`src/rtl/direction_to_pose_matrix_defines.svh`:
```
`ifndef DIRECTION_TO_POSE_MATRIX_DEFINES_SVH
`define DIRECTION_TO_POSE_MATRIX_DEFINES_SVH

// Same-cycle implication, checked on clk, off during reset
`define DTPM_ASSERT_IMPL(lbl, ante, cons, msg) \
	lbl: assert property (@(posedge clk) disable iff (!arst_n) (ante) |-> (cons)) \
		else $error(msg);

// Next-cycle implication, checked on clk, off during reset
`define DTPM_ASSERT_NEXT(lbl, ante, cons, msg) \
	lbl: assert property (@(posedge clk) disable iff (!arst_n) (ante) |=> (cons)) \
		else $error(msg);

`endif

```
`src/rtl/dtpm_pkg.sv`:
```
`timescale 1ns / 1ps
`default_nettype none
package dtpm_pkg;

	localparam int COORD_W   = 32;
	localparam int AXIS_W    = 32;
	localparam int LEN_W     = 31;
	localparam int Q_W       = 31;
	localparam int SQ_W      = 64;
	localparam int SQ_STEPS  = 32;
	localparam int DIV_STEPS = 31;
	localparam int LANES     = 3;

	typedef logic signed [COORD_W-1:0] coord_t;
	typedef logic signed [AXIS_W-1:0]  axis_t;

	localparam axis_t ONE_Q30 = axis_t'(64'sd1 << 30);

	typedef struct packed {
		coord_t tip_x;
		coord_t tip_y;
		coord_t tip_z;
		coord_t aux_x;
		coord_t aux_y;
		coord_t aux_z;
	} in_item_t;

	typedef struct packed {
		axis_t  first_axis_x;
		axis_t  first_axis_y;
		axis_t  first_axis_z;
		axis_t  second_axis_x;
		axis_t  second_axis_y;
		axis_t  second_axis_z;
		axis_t  normal_x;
		axis_t  normal_y;
		axis_t  normal_z;
		coord_t pos_x;
		coord_t pos_y;
		coord_t pos_z;
	} out_item_t;

	// Side data that rides along the cell chains
	typedef struct packed {
		coord_t            tip_x;
		coord_t            tip_y;
		coord_t            tip_z;
		axis_t             nx;
		axis_t             ny;
		axis_t             nz;
		logic [LANES-1:0]  neg;
		logic              flag;
	} ctx_t;

	typedef struct packed {
		logic [SQ_W-1:0] v;
		logic [SQ_W-1:0] r;
		logic [SQ_W-1:0] b;
		ctx_t            ctx;
	} sq_t;

	typedef struct packed {
		logic [LEN_W-1:0]            len;
		logic [LANES-1:0][LEN_W-1:0] rem;
		logic [LANES-1:0][Q_W-1:0]   num;
		logic [LANES-1:0][Q_W-1:0]   q;
		ctx_t                        ctx;
	} dv_t;

endpackage
`default_nettype wire

```
`src/rtl/dtpm_div_cell.sv`:
```
`timescale 1ns / 1ps
`default_nettype none
module dtpm_div_cell (
	input  wire logic          clk,
	input  wire logic          arst_n,
	input  wire logic          en,
	input  wire logic          up_valid,
	input  wire dtpm_pkg::dv_t up_data,
	output logic               dn_valid,
	output dtpm_pkg::dv_t      dn_data
);

	dtpm_pkg::dv_t            nxt;
	logic [dtpm_pkg::LEN_W:0] sh;
	logic                     valid_q;
	dtpm_pkg::dv_t            data_q;

	// Restoring divide, one quotient bit per lane per cell
	always_comb begin
		nxt = up_data;
		sh  = '0;
		for (int k = 0; k < dtpm_pkg::LANES; k++) begin
			sh = {up_data.rem[k], up_data.num[k][dtpm_pkg::Q_W-1]};
			if (sh >= {1'b0, up_data.len}) begin
				nxt.rem[k] = dtpm_pkg::LEN_W'(sh - {1'b0, up_data.len});
				nxt.q[k]   = {up_data.q[k][dtpm_pkg::Q_W-2:0], 1'b1};
			end else begin
				nxt.rem[k] = sh[dtpm_pkg::LEN_W-1:0];
				nxt.q[k]   = {up_data.q[k][dtpm_pkg::Q_W-2:0], 1'b0};
			end
			nxt.num[k] = {up_data.num[k][dtpm_pkg::Q_W-2:0], 1'b0};
		end
	end

	always_ff @(posedge clk or negedge arst_n) begin
		if (!arst_n) begin
			valid_q <= 1'b0;
		end else if (en) begin
			valid_q <= up_valid;
		end
	end

	always_ff @(posedge clk) begin
		if (en) begin
			data_q <= nxt;
		end
	end

	assign dn_valid = valid_q;
	assign dn_data  = data_q;

endmodule
`default_nettype wire

```
`config.mk`:
```
export PLATFORM = sky130hd
export DESIGN_NAME = dtpm_div_cell
export DESIGN_NICKNAME = d
export VERILOG_FILES = /design/src/rtl/direction_to_pose_matrix_defines.svh /design/src/rtl/dtpm_pkg.sv /design/src/rtl/dtpm_div_cell.sv
export SDC_FILE = /design/constraint.sdc
export NUM_CORES = 1
export LEC_CHECK = 0
export ABC_CLOCK_PERIOD_IN_PS = 850
export BUFFER_PORTS_ARGS = -buffer_cell sky130_fd_sc_hd__buf_2
export CAP_MARGIN = 0
export CORE_AREA = 2 2 398 400
export CTS_CLUSTER_SIZE = 10
export DETAILED_ROUTE_END_ITERATION = 10
export DIE_AREA = 0 0 400 402
export PLACE_DENSITY = 0.37
export RECOVER_POWER = 100
export REMOVE_ABC_BUFFERS = 1
export SLEW_MARGIN = 5
export SYNTH_ARGS = -nofsm -noshare
export SYNTH_HDL_FRONTEND = slang
export SYNTH_SLANG_ARGS = --single-unit
```
`constraint.sdc`:
```
create_clock -name clk -period 0.85 [get_ports clk]
set_clock_uncertainty 0.2 [all_clocks]
set_input_delay 0.17 -clock clk [delete_from_list [all_inputs] [get_ports clk]]
set_output_delay 0.17 -clock clk [all_outputs]
set_load 0.1 [all_outputs]
```
==> impl_metrics.py <==
metrics = {
    "worst_setup_path": {
        "worstSetupStartpoint": "up_data[475]",
        "worst_r2r_startpoint": "dn_valid$_DFFE_PN0P_",
        "critPathKind": "in2reg",
        "reg2reg_depth": 1,
        "crit_arrival_ps": 2680,
        "endpoint_kind": "flop",
        "crit_required_ps": 1050,
        "worstSetupStartpointType": "input pin",
        "cp_max_fo": 6,
    },
    "synth": {
        "ys.flop_type": "edfxtp_1",
        "synth_cell_types": 77,
        "synthesis.area_um2": 21120,
        "synth_seq_cells": 504,
        "synth_edf_count": 503,
        "synth-seq-area-share_pct": 71.63,
        "syn_area_per_cell_um2": 15.09,
        "async_flop_share_pct": 0.1984,
        "synthCells": 1400,
        "ys_warn_count": 0,
    },
    "min_path": {
        "hold_path_depth": 2,
        "hold_path.class": "in2reg",
        "hp-start": "up_data[475]",
    },
    "finish": {
        "stdcell_area_um2": 48950,
        "syn2layout_area_growth_pct": 131.8,
        "multi_input_area_um2": 7102,
        "regArea_um2": 15130,
        "final_nets": 3999,
        "drive_gt1_share_pct": 52.11,
        "fillers": 15902,
    },
    "routing": {
        "drc": 0,
        "dr.pass1.iters": 5,
        "via_count": 20318,
        "wire_per_inst_um": 24.29,
        "drt_iter0_markers": 748,
        "ant_nets": 0,
        "totalWireLength_um": 134200,
        "routed_via_density": 3.678,
    },
    "placed_design": {
        "dpl.hpwl_um": 113200,
        "io_buffers": 1010,
        "dpl-instance-area_um2": 39450,
        "gp_congestion": 0.8359,
    },
    "sta": {
        "rsz0062_at_grt": "yes",
        "setup_viol": 1072,
        "hold_ws_ps": -396.6,
        "min_period_over_period_pct": 292.0,
        "worst_slew_pin_slew_ps": 541.6,
        "drv_slew": 0,
        "period_minus_slack_ps": 2482,
        "slew_headroom_pct": 63.58,
        "fin_ws_ps": -1632,
        "max_freq_mhz": 402.9,
        "hold_violations": 31,
    },
    "global_route": {
        "antenna_found_initial": 129,
        "grt.total_usage_pct": 16.11,
        "grt_max_degree": 45,
        "gr-total-overflow": 0,
        "grt_pass1_vias": 21372,
        "grt_pass1_wl_um": 175400,
    },
    "clock_network": {
        "clk_pin_slew_worst_paths_ps": 50,
        "clock_latency_ps": 660,
        "root_buffer": "clkbuf_16",
        "clock_sinks": 504,
        "cts_tree": "built",
        "cts_max_path_buffers": 3,
        "htreeDepth": 3,
        "cts_buffers": 72,
    },
    "floorplan": {
        "core_um2": 157100,
        "initial_core_util_pct": 13.44,
        "die_area_um2": 160800,
        "dieWidth_um": 400,
        "die_height_um": 402,
        "rows": 146,
        "ios": 1017,
    },
    "run_status": {
        "status": "finished, violations left",
        "violations": "hold timing, setup timing",
    },
    "job": {
        "maxCapViolCount": 0,
    },
    "power": {
        "powerDensity_nw_per_um2": 2115,
        "ir_drop_mv": 1.395,
        "leakagePower_nw": 20.22,
    },
}
state kept, by name, summed over array words and instances, names as in the netlist:
signal,count
dn_valid,1
dn_data,503
stage by stage:
step | cells | setup WS, ps | power [mW] | utilization [%] | setup TNS, ps
floorplan | 1365 | -3177 | 51.96 | - | -454360
global placement | 4840 | -2476 | 69.92 | 25.11 | -494200
detailed placement | 4840 | -2515 | 69.94 | 25.11 | -499280
CTS | 5470 | -1518 | 104.4 | 30.53 | -576420
global route | 5518 | -1676 | 107.1 | 31.15 | -633270
finish | 5524 | -1632 | 103.5 | 31.16 | -598980
placed cells by master, fill, tap and decap left out, drive strengths merged, types with 10 or more instances in the layout:
| cell | instances |
|---|---|
| o21bai | 10 |
| nand4 | 17 |
| a21o | 49 |
| a211oi | 12 |
| nand2b | 12 |
| nor3 | 11 |
| buf | 1407 |
| xor2 | 41 |
| a21oi | 92 |
| clkbuf | 155 |
| nor2 | 56 |
| nand3 | 22 |
| xnor2 | 38 |
| diode | 13 |
| mux2 | 17 |
| edfxtp | 503 |
| dlygate4sd3 | 480 |
| ha | 93 |
| o21ai | 102 |
| nand2 | 103 |
| a31oi | 11 |
| nor2b | 19 |
| and3 | 12 |
| inv | 56 |
| clkinv | 22 |
synth_stat cells, types with 4 or more instances:
cell type | count | share of area, %
a21o_1 | 49 | 1.7
and2_1 | 4 | 0.12
a211o_1 | 5 | 0.21
ha_1 | 93 | 5.5
nor3_1 | 10 | 0.24
o21ai_1 | 7 | 0.17
o31ai_1 | 6 | 0.21
o21a_1 | 7 | 0.25
o21ai_0 | 93 | 2.2
mux2_2 | 14 | 0.75
nor2_1 | 56 | 1.0
and3_1 | 12 | 0.36
a21oi_1 | 90 | 2.1
nand3_1 | 22 | 0.52
a31oi_1 | 11 | 0.33
edfxtp_1 | 503 | 72
buf_2 | 14 | 0.33
nor2b_1 | 18 | 0.53
o211ai_1 | 5 | 0.18
clkbuf_1 | 15 | 0.27
nand4_1 | 16 | 0.47
nand2_1 | 103 | 1.8
nand2b_1 | 12 | 0.36
a221oi_1 | 6 | 0.25
a211oi_1 | 9 | 0.32
o21bai_1 | 9 | 0.32
inv_1 | 56 | 1.0
xor2_1 | 41 | 1.7
buf_4 | 5 | 0.18
xnor2_1 | 38 | 1.6
cells by family (layout without fill, tap and decap cells):
| kind of cell | count (synthesis) | after routing | share of synthesized area [%] |
|---|---|---|---|
| flip-flops | 504 | 504 | 71.63 |
| AO/OA/AOI/OAI | 336 | 336 | 10.22 |
| AND/OR/NAND/NOR | 272 | 272 | 6.149 |
| adder cells (fa/ha/maj) | 96 | 96 | 5.794 |
| buffers and inverters | 94 | 2131 | 1.902 |
| XOR/XNOR | 79 | 79 | 3.276 |
| multiplexers | 18 | 18 | 1.007 |
| other | 1 | 16 | 0.01775 |
worst max-delay path: stages:
cell and delay, ps:
buf_8 80, buf_6 100, ha_4 130, fa_2 240, nor2b_4 50, o31a_4 340
o31a_4 350, o21ai_4 200, o31ai_4 70, buf_6 140, o21ai_4 120, and2_4 290
inv_8 80, mux2_4 300
final timing paths:
| check | to | slack (ps) |
|---|---|---|
| setup / recovery | dn_data[432]$_DFFE_PP_ | -1630 |
| hold / removal | dn_data[475]$_DFFE_PP_ | -400 |
| setup reg to reg | dn_valid$_DFFE_PN0P_ | -140 |
| hold reg to reg | dn_valid$_DFFE_PN0P_ | 380 |
| max in group asynchronous | dn_valid$_DFFE_PN0P_ | 100 |
| min in group asynchronous | dn_valid$_DFFE_PN0P_ | 240 |
report_power, final:
group,internal (mW),leakage [nW],switching (mW)
combinational,15.9,14.2,25.3
clock,17.6,1.11,12.3
sequential,30.3,4.93,2.06
per-layer routing:
layer / track usage [%] / up-vias / routed length, um
li1: - / 9364 / -
met3: 6.734 / 377 / 12850
met1: 16.01 / 9702 / 46120
met4: 4.797 / 68 / 4774
met5: 0 / - / 436
met2: 30.07 / 807 / 70000
timing repair:
item	4_1_cts	5_1_grt
pin swaps	75	111
buffers inserted	50	30
gates resized for setup	277	200
hold buffers	459	21
hold endpoints to repair	991	399
endpoints found under the setup margin	601	601
cloned	5	2
final cells by class:
| class | instances | area share (%) |
|---|---|---|
| well taps | 2072 | 5.296 |
| inverters | 57 | 0.4856 |
| repair buffers | 1954 | 44.11 |
| multi-input cells | 804 | 14.51 |
| flip-flops and latches | 504 | 30.91 |
| diodes | 13 | 0.06646 |
| clock inverters | 32 | 0.7642 |
| clock buffers | 88 | 3.865 |
(Power assumes the default switching activity.)
