File: config.mk
export PLATFORM = sky130hd
export DESIGN_NAME = dtpm_sqrt_cell
export DESIGN_NICKNAME = d
export VERILOG_FILES = /design/src/rtl/direction_to_pose_matrix_defines.svh /design/src/rtl/dtpm_pkg.sv /design/src/rtl/dtpm_sqrt_cell.sv
export SDC_FILE = /design/constraint.sdc
export NUM_CORES = 1
export LEC_CHECK = 0
export BUFFER_PORTS_ARGS = -buffer_cell sky130_fd_sc_hd__clkbuf_2
export CAP_MARGIN = 20
export CORE_AREA = 4 4 299 301
export CTS_CLUSTER_DIAMETER = 150
export CTS_CLUSTER_SIZE = 12
export DETAILED_ROUTE_END_ITERATION = 16
export DIE_AREA = 0 0 303 305
export PLACE_DENSITY = 0.52
export SLEW_MARGIN = 20
export SYNTH_ARGS = -nofsm -noshare
export SYNTH_HDL_FRONTEND = slang
export SYNTH_SLANG_ARGS = --single-unit
File: constraint.sdc
create_clock -name clk -period 0.85 [get_ports clk]
set_clock_uncertainty 0.2 [all_clocks]
set_input_delay 0.0425 -clock clk [delete_from_list [all_inputs] [get_ports clk]]
set_output_delay 0.0425 -clock clk [all_outputs]
set_load 0.02 [all_outputs]
File: src/rtl/direction_to_pose_matrix_defines.svh
`ifndef DIRECTION_TO_POSE_MATRIX_DEFINES_SVH
`define DIRECTION_TO_POSE_MATRIX_DEFINES_SVH

// Same-cycle implication, checked on clk, off during reset
`define DTPM_ASSERT_IMPL(lbl, ante, cons, msg) \
	lbl: assert property (@(posedge clk) disable iff (!arst_n) (ante) |-> (cons)) \
		else $error(msg);

// Next-cycle implication, checked on clk, off during reset
`define DTPM_ASSERT_NEXT(lbl, ante, cons, msg) \
	lbl: assert property (@(posedge clk) disable iff (!arst_n) (ante) |=> (cons)) \
		else $error(msg);

`endif

File: src/rtl/dtpm_pkg.sv
`timescale 1ns / 1ps
`default_nettype none
package dtpm_pkg;

	localparam int COORD_W   = 32;
	localparam int AXIS_W    = 32;
	localparam int LEN_W     = 31;
	localparam int Q_W       = 31;
	localparam int SQ_W      = 64;
	localparam int SQ_STEPS  = 32;
	localparam int DIV_STEPS = 31;
	localparam int LANES     = 3;

	typedef logic signed [COORD_W-1:0] coord_t;
	typedef logic signed [AXIS_W-1:0]  axis_t;

	localparam axis_t ONE_Q30 = axis_t'(64'sd1 << 30);

	typedef struct packed {
		coord_t tip_x;
		coord_t tip_y;
		coord_t tip_z;
		coord_t aux_x;
		coord_t aux_y;
		coord_t aux_z;
	} in_item_t;

	typedef struct packed {
		axis_t  first_axis_x;
		axis_t  first_axis_y;
		axis_t  first_axis_z;
		axis_t  second_axis_x;
		axis_t  second_axis_y;
		axis_t  second_axis_z;
		axis_t  normal_x;
		axis_t  normal_y;
		axis_t  normal_z;
		coord_t pos_x;
		coord_t pos_y;
		coord_t pos_z;
	} out_item_t;

	// Side data that rides along the cell chains
	typedef struct packed {
		coord_t            tip_x;
		coord_t            tip_y;
		coord_t            tip_z;
		axis_t             nx;
		axis_t             ny;
		axis_t             nz;
		logic [LANES-1:0]  neg;
		logic              flag;
	} ctx_t;

	typedef struct packed {
		logic [SQ_W-1:0] v;
		logic [SQ_W-1:0] r;
		logic [SQ_W-1:0] b;
		ctx_t            ctx;
	} sq_t;

	typedef struct packed {
		logic [LEN_W-1:0]            len;
		logic [LANES-1:0][LEN_W-1:0] rem;
		logic [LANES-1:0][Q_W-1:0]   num;
		logic [LANES-1:0][Q_W-1:0]   q;
		ctx_t                        ctx;
	} dv_t;

endpackage
`default_nettype wire

File: src/rtl/dtpm_sqrt_cell.sv
`timescale 1ns / 1ps
`default_nettype none
module dtpm_sqrt_cell (
	input  wire logic          clk,
	input  wire logic          arst_n,
	input  wire logic          en,
	input  wire logic          up_valid,
	input  wire dtpm_pkg::sq_t up_data,
	output logic               dn_valid,
	output dtpm_pkg::sq_t      dn_data
);

	dtpm_pkg::sq_t           nxt;
	logic [dtpm_pkg::SQ_W-1:0] trial;
	logic                    valid_q;
	dtpm_pkg::sq_t           data_q;

	// One result bit per cell: subtract r + b when it fits
	always_comb begin
		nxt   = up_data;
		trial = up_data.r + up_data.b;
		if (up_data.v >= trial) begin
			nxt.v = up_data.v - trial;
			nxt.r = (up_data.r >> 1) + up_data.b;
		end else begin
			nxt.r = up_data.r >> 1;
		end
		nxt.b = up_data.b >> 2;
	end

	always_ff @(posedge clk or negedge arst_n) begin
		if (!arst_n) begin
			valid_q <= 1'b0;
		end else if (en) begin
			valid_q <= up_valid;
		end
	end

	always_ff @(posedge clk) begin
		if (en) begin
			data_q <= nxt;
		end
	end

	assign dn_valid = valid_q;
	assign dn_data  = data_q;

endmodule
`default_nettype wire

==> summary.md, run 1 <==
- result of the run: complete, but fails checks
- violated checks: hold timing, setup timing
- vias in the first global route: 26530
- Cells after DPL: 4954
- Max IR drop VDD: 1.398 mV
- kind of cell adding the most delay to the critical path: compound AO/OA/AOI/OAI gates
- starting density of the core: 27.54%
- overall routing resource usage: 24.65%
- number of violations of the max-capacitance limit: 0
- startpoint of the worst register-to-register path: dn_valid
- Distinct cells, synth: 86
- weighted congestion reported at the end of routability-driven placement: 0.9467
- Starting DRT DRC Count: 1689
- critical path required time: 0.97 ns
- I/O pin count: 781
- Synth Instances: 2262
- detailed-router iteration count before antenna repair: 5
- pwr/cell area: 1984 nW/um^2
- top metal layer carrying routed signals: met5
- cell with the largest stage delay on the worst path: a311oi_4
- endpoint kind of the worst setup timing path: register
- WP data arrival: 5.06 ns
- area enclosed by the die boundary: 92420 um^2
- # rows: 108
- Final setup viols: 516
- Post-Syn Area: 23850 um^2
- first-pass GRT wire length: 169.9 mm
- sequential cell area: 11620 um^2
- share of cells above drive strength 1: 47.87%
- insertion delay to the later sink of the worst-skew pair: 0.56 ns
- multi-input gate area in the final layout: 13050 um^2
- element type at the critical path start: input port
- Placeable Area: 86620 um^2
- cts bufs inserted: 38
- most frequently used flop master after synthesis: edfxtp_1
- Synth warnings: 0
- detailed-placement wirelength estimate: 98.39 mm
- clock slew at reported path FFs: 0.08 ns
- min Tclk post-route: 4.933 ns
- largest net degree at the start of global routing: 48
- TritonCTS clock tree: yes
- CP peak stage delay: 0.42 ns
- tightest slew margin relative to the limit: 28.31%
- via density per instance: 4.764
- fill cell instance count of the final layout: 7890
- number of antenna violations at the first check in global routing: 60
- cell chosen for the clock root: clkbuf_16
- cells traversed along the worst timing path: clkbuf_2, ha_4, buf_4, and3_1, nand2_2, and4bb_4, o311ai_4, nor2_4, o311ai_4, nand3_2, a311oi_4, o211ai_1, xnor2_1, ha_1, a21o_1, a21o_1, a21oi_2, o21ai_2, a211oi_2, o21a_4, buf_12, buf_8, buf_12, mux2_4
- Hold WS: -0.3661 ns
- Longest Clk Path Bufs: 3
- ANT nets after route: 0
- met2 wire length: 61.91 mm
- fin crit share: 580.4%
- worst slack at placement: -5.110 ns
- area growth from synthesis to layout: 88.30%
- P_leak: 20.59 nW
- final hold vios: 309
- kind of path behind the tightest hold check: in -> reg
- total overflow reported by the global router: 0
- slew of the pin with the lowest slew margin: 1.068 ns
- top fanout value on the critical path: 5
- H-tree lvl count: 2
- count of port buffers added during placement: 778
- sequential share of the synthesized area: 48.70%
- Total Routed Length: 122.7 mm
- number of remaining DRC errors: 0
- average routed wire per standard cell: 22.26 um
- EDFF count, synth: 386
- Crit Path Category: in -> reg
- setup repair after global routing missed its margin: yes
- wire length on met3: 7.809 mm
- share of synthesized registers carrying an async set or reset: 0.2584%
- final net count: 4887
- floorplan die width: 303 um
- crit path from: up_data[211]
- height of the die: 305 um
- Vias: 26260
- Clock Sink Count: 387
- pins over their slew limit: 0
- routed length on met1: 47.06 mm
- top achievable clock speed: 202.7 MHz
- number of synthesized register bits: 387
- worst hold path startpoint: en
- count of buffering cells on the critical path with inverters included: 5
- mean instance size in the synthesized netlist: 10.54 um^2
- final worst setup slack: -4.083 ns
- count of non-filler cells in the finished layout: 5513
-- metal layers --
metal | vias to the layer above | track usage (%)
met5 | - | 0
met4 | 8 | 10.52
met3 | 250 | 5.204
met2 | 879 | 44.37
met1 | 12480 | 28.00
li1 | 12650 | -
-- area by class of cell --
| type | count | share of cell area [%] |
|---|---|---|
| antenna | 46 | 0.2563 |
| inverter | 45 | 0.4040 |
| tap | 1155 | 3.218 |
| sequential | 387 | 25.87 |
| multi-input combinational | 1729 | 29.06 |
| clock inverter | 3 | 0.09751 |
| timing repair buffer | 2101 | 38.86 |
| clock buffer | 47 | 2.240 |
-- state kept, by name (all words and copies together) (netlist names) --
| name | cells |
|---|---|
| dn_data | 386 |
| dn_valid | 1 |
-- placed cells by master (no fill, tap or decap), types with 9 or more instances in the layout --
| cell type | count |
|---|---|
| nand3_1 | 42 |
| buf_6 | 260 |
| a21oi_2 | 29 |
| nor2_4 | 13 |
| and3_1 | 16 |
| o21ai_1 | 37 |
| inv_1 | 43 |
| ha_4 | 11 |
| edfxtp_1 | 386 |
| dlygate4sd3_1 | 377 |
| o21ai_0 | 67 |
| clkbuf_2 | 491 |
| a31oi_1 | 17 |
| nand2_4 | 26 |
| o21a_1 | 21 |
| nand2b_1 | 13 |
| nand4_1 | 51 |
| xor2_1 | 88 |
| o21bai_1 | 32 |
| ha_1 | 177 |
| nor2_1 | 97 |
| a211o_1 | 9 |
| nand2_2 | 28 |
| nand2_1 | 197 |
| a21oi_1 | 191 |
| buf_12 | 45 |
| diode_2 | 46 |
| xnor2_1 | 91 |
| nor2_2 | 10 |
| a21o_1 | 144 |
| clkbuf_16 | 50 |
| buf_2 | 25 |
| buf_4 | 867 |
| o21ai_2 | 85 |
| nor2b_1 | 18 |
| nor3_1 | 28 |
| buf_8 | 16 |
-- cell usage after synthesis (all sizes together) (14+ instances only) --
| master | n | share of area, % |
|---|---|---|
| a31oi | 22 | 0.58 |
| o21ai | 196 | 4.1 |
| buf | 23 | 0.55 |
| nand3 | 43 | 0.92 |
| nor2 | 120 | 1.9 |
| nand2b | 14 | 0.37 |
| clkbuf | 79 | 1.2 |
| a21o | 146 | 4.6 |
| xor2 | 90 | 3.3 |
| xnor2 | 92 | 3.4 |
| and3 | 16 | 0.42 |
| edfxtp | 386 | 49 |
| o21bai | 32 | 1.0 |
| nand4 | 51 | 1.3 |
| ha | 190 | 10 |
| nor2b | 18 | 0.47 |
| nor3 | 36 | 0.76 |
| inv | 45 | 0.71 |
| nand2 | 251 | 4.0 |
| o21a | 22 | 0.69 |
| a21oi | 222 | 4.7 |
-- kinds of logic after synthesis --
logic type	count (synthesis)	synth area share (%)
AND/OR/NAND/NOR	598	11.66
AO/OA/AOI/OAI	748	19.94
adder cells (fa/ha/maj)	193	10.22
XOR/XNOR	182	6.683
flip-flops	387	48.70
multiplexers	6	0.2728
buffers and inverters	147	2.502
other	1	0.01572
-- per-stage QoR --
stage	util, %	power (W)	setup TNS (ns)	hold slack, ns	cell area, um^2
6_report	51.85	0.08911	-704.21	-0.3661	44910
5_1_grt	51.83	0.09360	-740.46	-0.3997	44900
3_5_place_dp	41.24	0.06051	-742.51	-0.3812	35720
2_1_floorplan	-	0.04302	-505.53	-0.4531	23960
3_3_place_gp	41.24	0.06042	-720.96	-0.3818	35720
4_1_cts	48.24	0.08242	-713.04	-0.4168	41790
-- what timing repair did --
| item | 4_1_cts | 5_1_grt |
|---|---|---|
| cloned | 9 | 14 |
| setup endpoints to repair | 516 | 516 |
| endpoints found under the hold margin | 774 | 441 |
| gates resized for setup | 225 | 1133 |
| hold buffers | 375 | 2 |
| setup buffers | 40 | 31 |
| pin swaps | 62 | 131 |
-- final timing paths --
kind	end	slack, ns	cells after the start
setup / recovery	dn_data[293]	-4.08	24
hold / removal	dn_data[295]	-0.37	1
setup reg to reg	dn_valid	-0.26	2
hold reg to reg	dn_valid	0.43	2
max in group asynchronous	dn_valid	0.18	3
min in group asynchronous	dn_valid	0.14	3
-- power by group --
part	total (W)	switching, W	internal [W]
Sequential	0.0260	0.00145	0.0246
Combinational	0.0470	0.0234	0.0236
Clock	0.0161	0.00777	0.00831
No activity file was read; power rests on OpenSTA's default activity.
==> inputs of run 2 (changes only) <==
--- a/config.mk
+++ b/config.mk
@@ -7,12 +7,13 @@
 export LEC_CHECK = 0
 export BUFFER_PORTS_ARGS = -buffer_cell sky130_fd_sc_hd__clkbuf_2
 export CAP_MARGIN = 20
-export CORE_AREA = 4 4 299 301
-export CTS_CLUSTER_DIAMETER = 150
+export CELL_PAD_IN_SITES_DETAIL_PLACEMENT = 1
+export CELL_PAD_IN_SITES_GLOBAL_PLACEMENT = 1
+export CORE_AREA = 4 4 304 306
 export CTS_CLUSTER_SIZE = 12
 export DETAILED_ROUTE_END_ITERATION = 16
-export DIE_AREA = 0 0 303 305
-export PLACE_DENSITY = 0.52
+export DIE_AREA = 0 0 308 310
+export PLACE_DENSITY = 0.63
 export SLEW_MARGIN = 20
 export SYNTH_ARGS = -nofsm -noshare
 export SYNTH_HDL_FRONTEND = slang
==> summary.md, run 2 (same netlist as run 1, synthesis figures left out) <==
- height of the die: 310 um
- H-tree lvl count: 2
- cell-internal power: 0.05941 W
- number of antenna violations at the first check in global routing: 75
- kind of path behind the tightest hold check: in -> reg
- Final Util: 50.83%
- area enclosed by the die boundary: 95480 um^2
- Longest Clk Path Bufs: 3
- commonest non-fill, non-tap cells in the layout: buf_4 (896), clkbuf_2 (574), edfxtp_1 (386), dlygate4sd3_1 (385), buf_6 (190)
- vias in the first global route: 28980
- Clock Sink Count: 387
- multi-input gate area in the final layout: 13420 um^2
- ANT nets after route: 0
- WP data arrival: 5.09 ns
- setup repair after global routing missed its margin: yes
- cts bufs inserted: 47
- power after layout: 0.09563 W
- cell depth of the worst flop-to-flop path: 1
- slew of the pin with the lowest slew margin: 0.5565 ns
- cell chosen for the clock root: clkbuf_16
- count of port buffers added during placement: 778
- setup slack, reg-to-reg: -0.13 ns
- result of the run: complete, but fails checks
- overall routing resource usage: 26.57%
- part of the power in registers: 27.2%
- commonest non-fill, non-tap cell in the layout: buf_4
- final net count: 4924
- I/O pin count: 781
- Hold Buf Count CTS: 385
- insertion delay to the later sink of the worst-skew pair: 0.60 ns
- final hold vios: 475
- floorplan die width: 308 um
- share of cells above drive strength 1: 49.27%
- worst slack at placement: -5.048 ns
- Crit Path Category: in -> reg
- top fanout value on the critical path: 5
- fraction of power consumed by combinational cells: 51.5%
- weighted congestion reported at the end of routability-driven placement: 0.9069
- via density per instance: 4.937
- element type at the critical path start: input port
- area growth from synthesis to layout: 90.97%
- startpoint of the worst register-to-register path: dn_valid
- tightest slew margin relative to the limit: 62.50%
- pwr/cell area: 2100 nW/um^2
- sw frac: 37.88%
- Hold WS: -0.2984 ns
- # rows: 110
- P_leak: 20.86 nW
- final worst setup slack: -4.060 ns
- critical path required time: 1.03 ns
- capture instance of the worst register-to-register path: dn_valid
- max FFs per register: 386
- starting density of the core: 26.62%
- top achievable clock speed: 203.7 MHz
- first-pass GRT wire length: 188.0 mm
- Starting DRT DRC Count: 1585
- crit path from: up_data[197]
- min Tclk post-route: 4.910 ns
- total overflow reported by the global router: 0
- Placeable Area: 89600 um^2
- Total Routed Length: 142.7 mm
- violated checks: hold timing, setup timing
- clock slew at reported path FFs: 0.06 ns
- Psw: 0.03622 W
- detailed-placement wirelength estimate: 104.9 mm
- CP endpoint: dn_data[387]
- endpoint kind of the worst setup timing path: register
- average routed wire per standard cell: 25.41 um
- sequential cell area: 11620 um^2
- TritonCTS clock tree: yes
- largest net degree at the start of global routing: 31
- Vias: 27740
- fin crit share: 577.7%
- pins over their slew limit: 0
- fill cell instance count of the final layout: 9990
- number of violations of the max-capacitance limit: 0
- detailed-router iteration count before antenna repair: 5
- Final setup viols: 516
- number of remaining DRC errors: 0
- Clk network pwr share: 21.4%
- Max IR drop VDD: 1.812 mV
-- run 2: changes by cell type in the layout (fill, tap and decap cells not counted), moves of 13 or more --
cell	before	now
buf_2	25	11
buf_4	867	896
buf_6	260	190
clkbuf_2	491	574
diode_2	46	68
nand2_1	197	161
nand2_2	28	51
nand2_4	26	39
o21ai_1	37	72
o21ai_2	85	63
-- run 2: per-layer routing --
layer	GRT usage [%]	part of all wire, %	vias up
met1	28.41	36	13520
met5	0	0.029	-
met3	6.663	6.5	392
met2	46.89	50	1047
li1	-	-	12770
met4	17.28	7.4	6
-- run 2: power by group through the flow --
stage	Combinational [W]	Clock (W)	Sequential, W
CTS	0.0427	0.0207	0.0256
finish	0.0492	0.0204	0.0260
floorplan	0.0140	0	0.0290
detailed placement	0.0354	0	0.0259
global placement	0.0348	0	0.0259
global route	0.0520	0.0217	0.0261
-- run 2: cell type report --
cell class	count	share of cell area, %
Antenna cell	68	0.3736
Multi-Input combinational cell	1729	29.46
Clock buffer	60	2.780
Inverter	45	0.3873
Timing Repair Buffer	2129	37.76
Clock inverter	24	0.5027
Sequential cell	387	25.51
Tap cell	1176	3.231
-- run 2: timing repair --
item | in CTS | in global routing
gates cloned | 15 | 10
endpoints found under the setup margin | 516 | 516
resized for setup | 294 | 950
hold endpoints to repair | 774 | 518
setup buffers | 37 | 39
pin swaps | 88 | 127
-- run 2: per-stage QoR --
step / instance area [um^2] / std cells / setup TNS, ns
floorplan: 23960 / 2263 / -505.53
global placement: 35690 / 4986 / -703.34
detailed placement: 35690 / 4986 / -720.60
CTS: 42560 / 5506 / -729.99
global route: 45520 / 5608 / -740.44
finish: 45550 / 5618 / -710.20
-- run 2: worst max-delay path, cell delays in order --
cell       delay (ns)
clkbuf_2         0.13
ha_4             0.24
a211oi_4         0.37
o21ai_4          0.14
and4bb_4         0.24
o311ai_4         0.26
nor2_2           0.10
o311ai_2         0.28
buf_4            0.18
nand3_4          0.08
a311oi_4         0.24
buf_6            0.17
o2bb2ai_2        0.08
o31a_1           0.32
nor2_2           0.13
xor2_1           0.20
ha_1             0.30
buf_4            0.16
buf_4            0.14
nor2b_1          0.13
o21a_1           0.20
o21ai_1          0.15
nand2b_1         0.08
a21o_1           0.24
nor3_1           0.23
a221o_1          0.22
nor3_2           0.04
-- run 2: how the worst min path moves through the flow --
stage                      start      endpoint  depth (start not counted)
floorplan                 arst_n      dn_valid                          0
global placement          arst_n      dn_valid                          1
detailed placement        arst_n      dn_valid                          1
CTS                 up_data[325]  dn_data[325]                          3
global route                  en  dn_data[213]                          2
finish                        en  dn_data[213]                          2
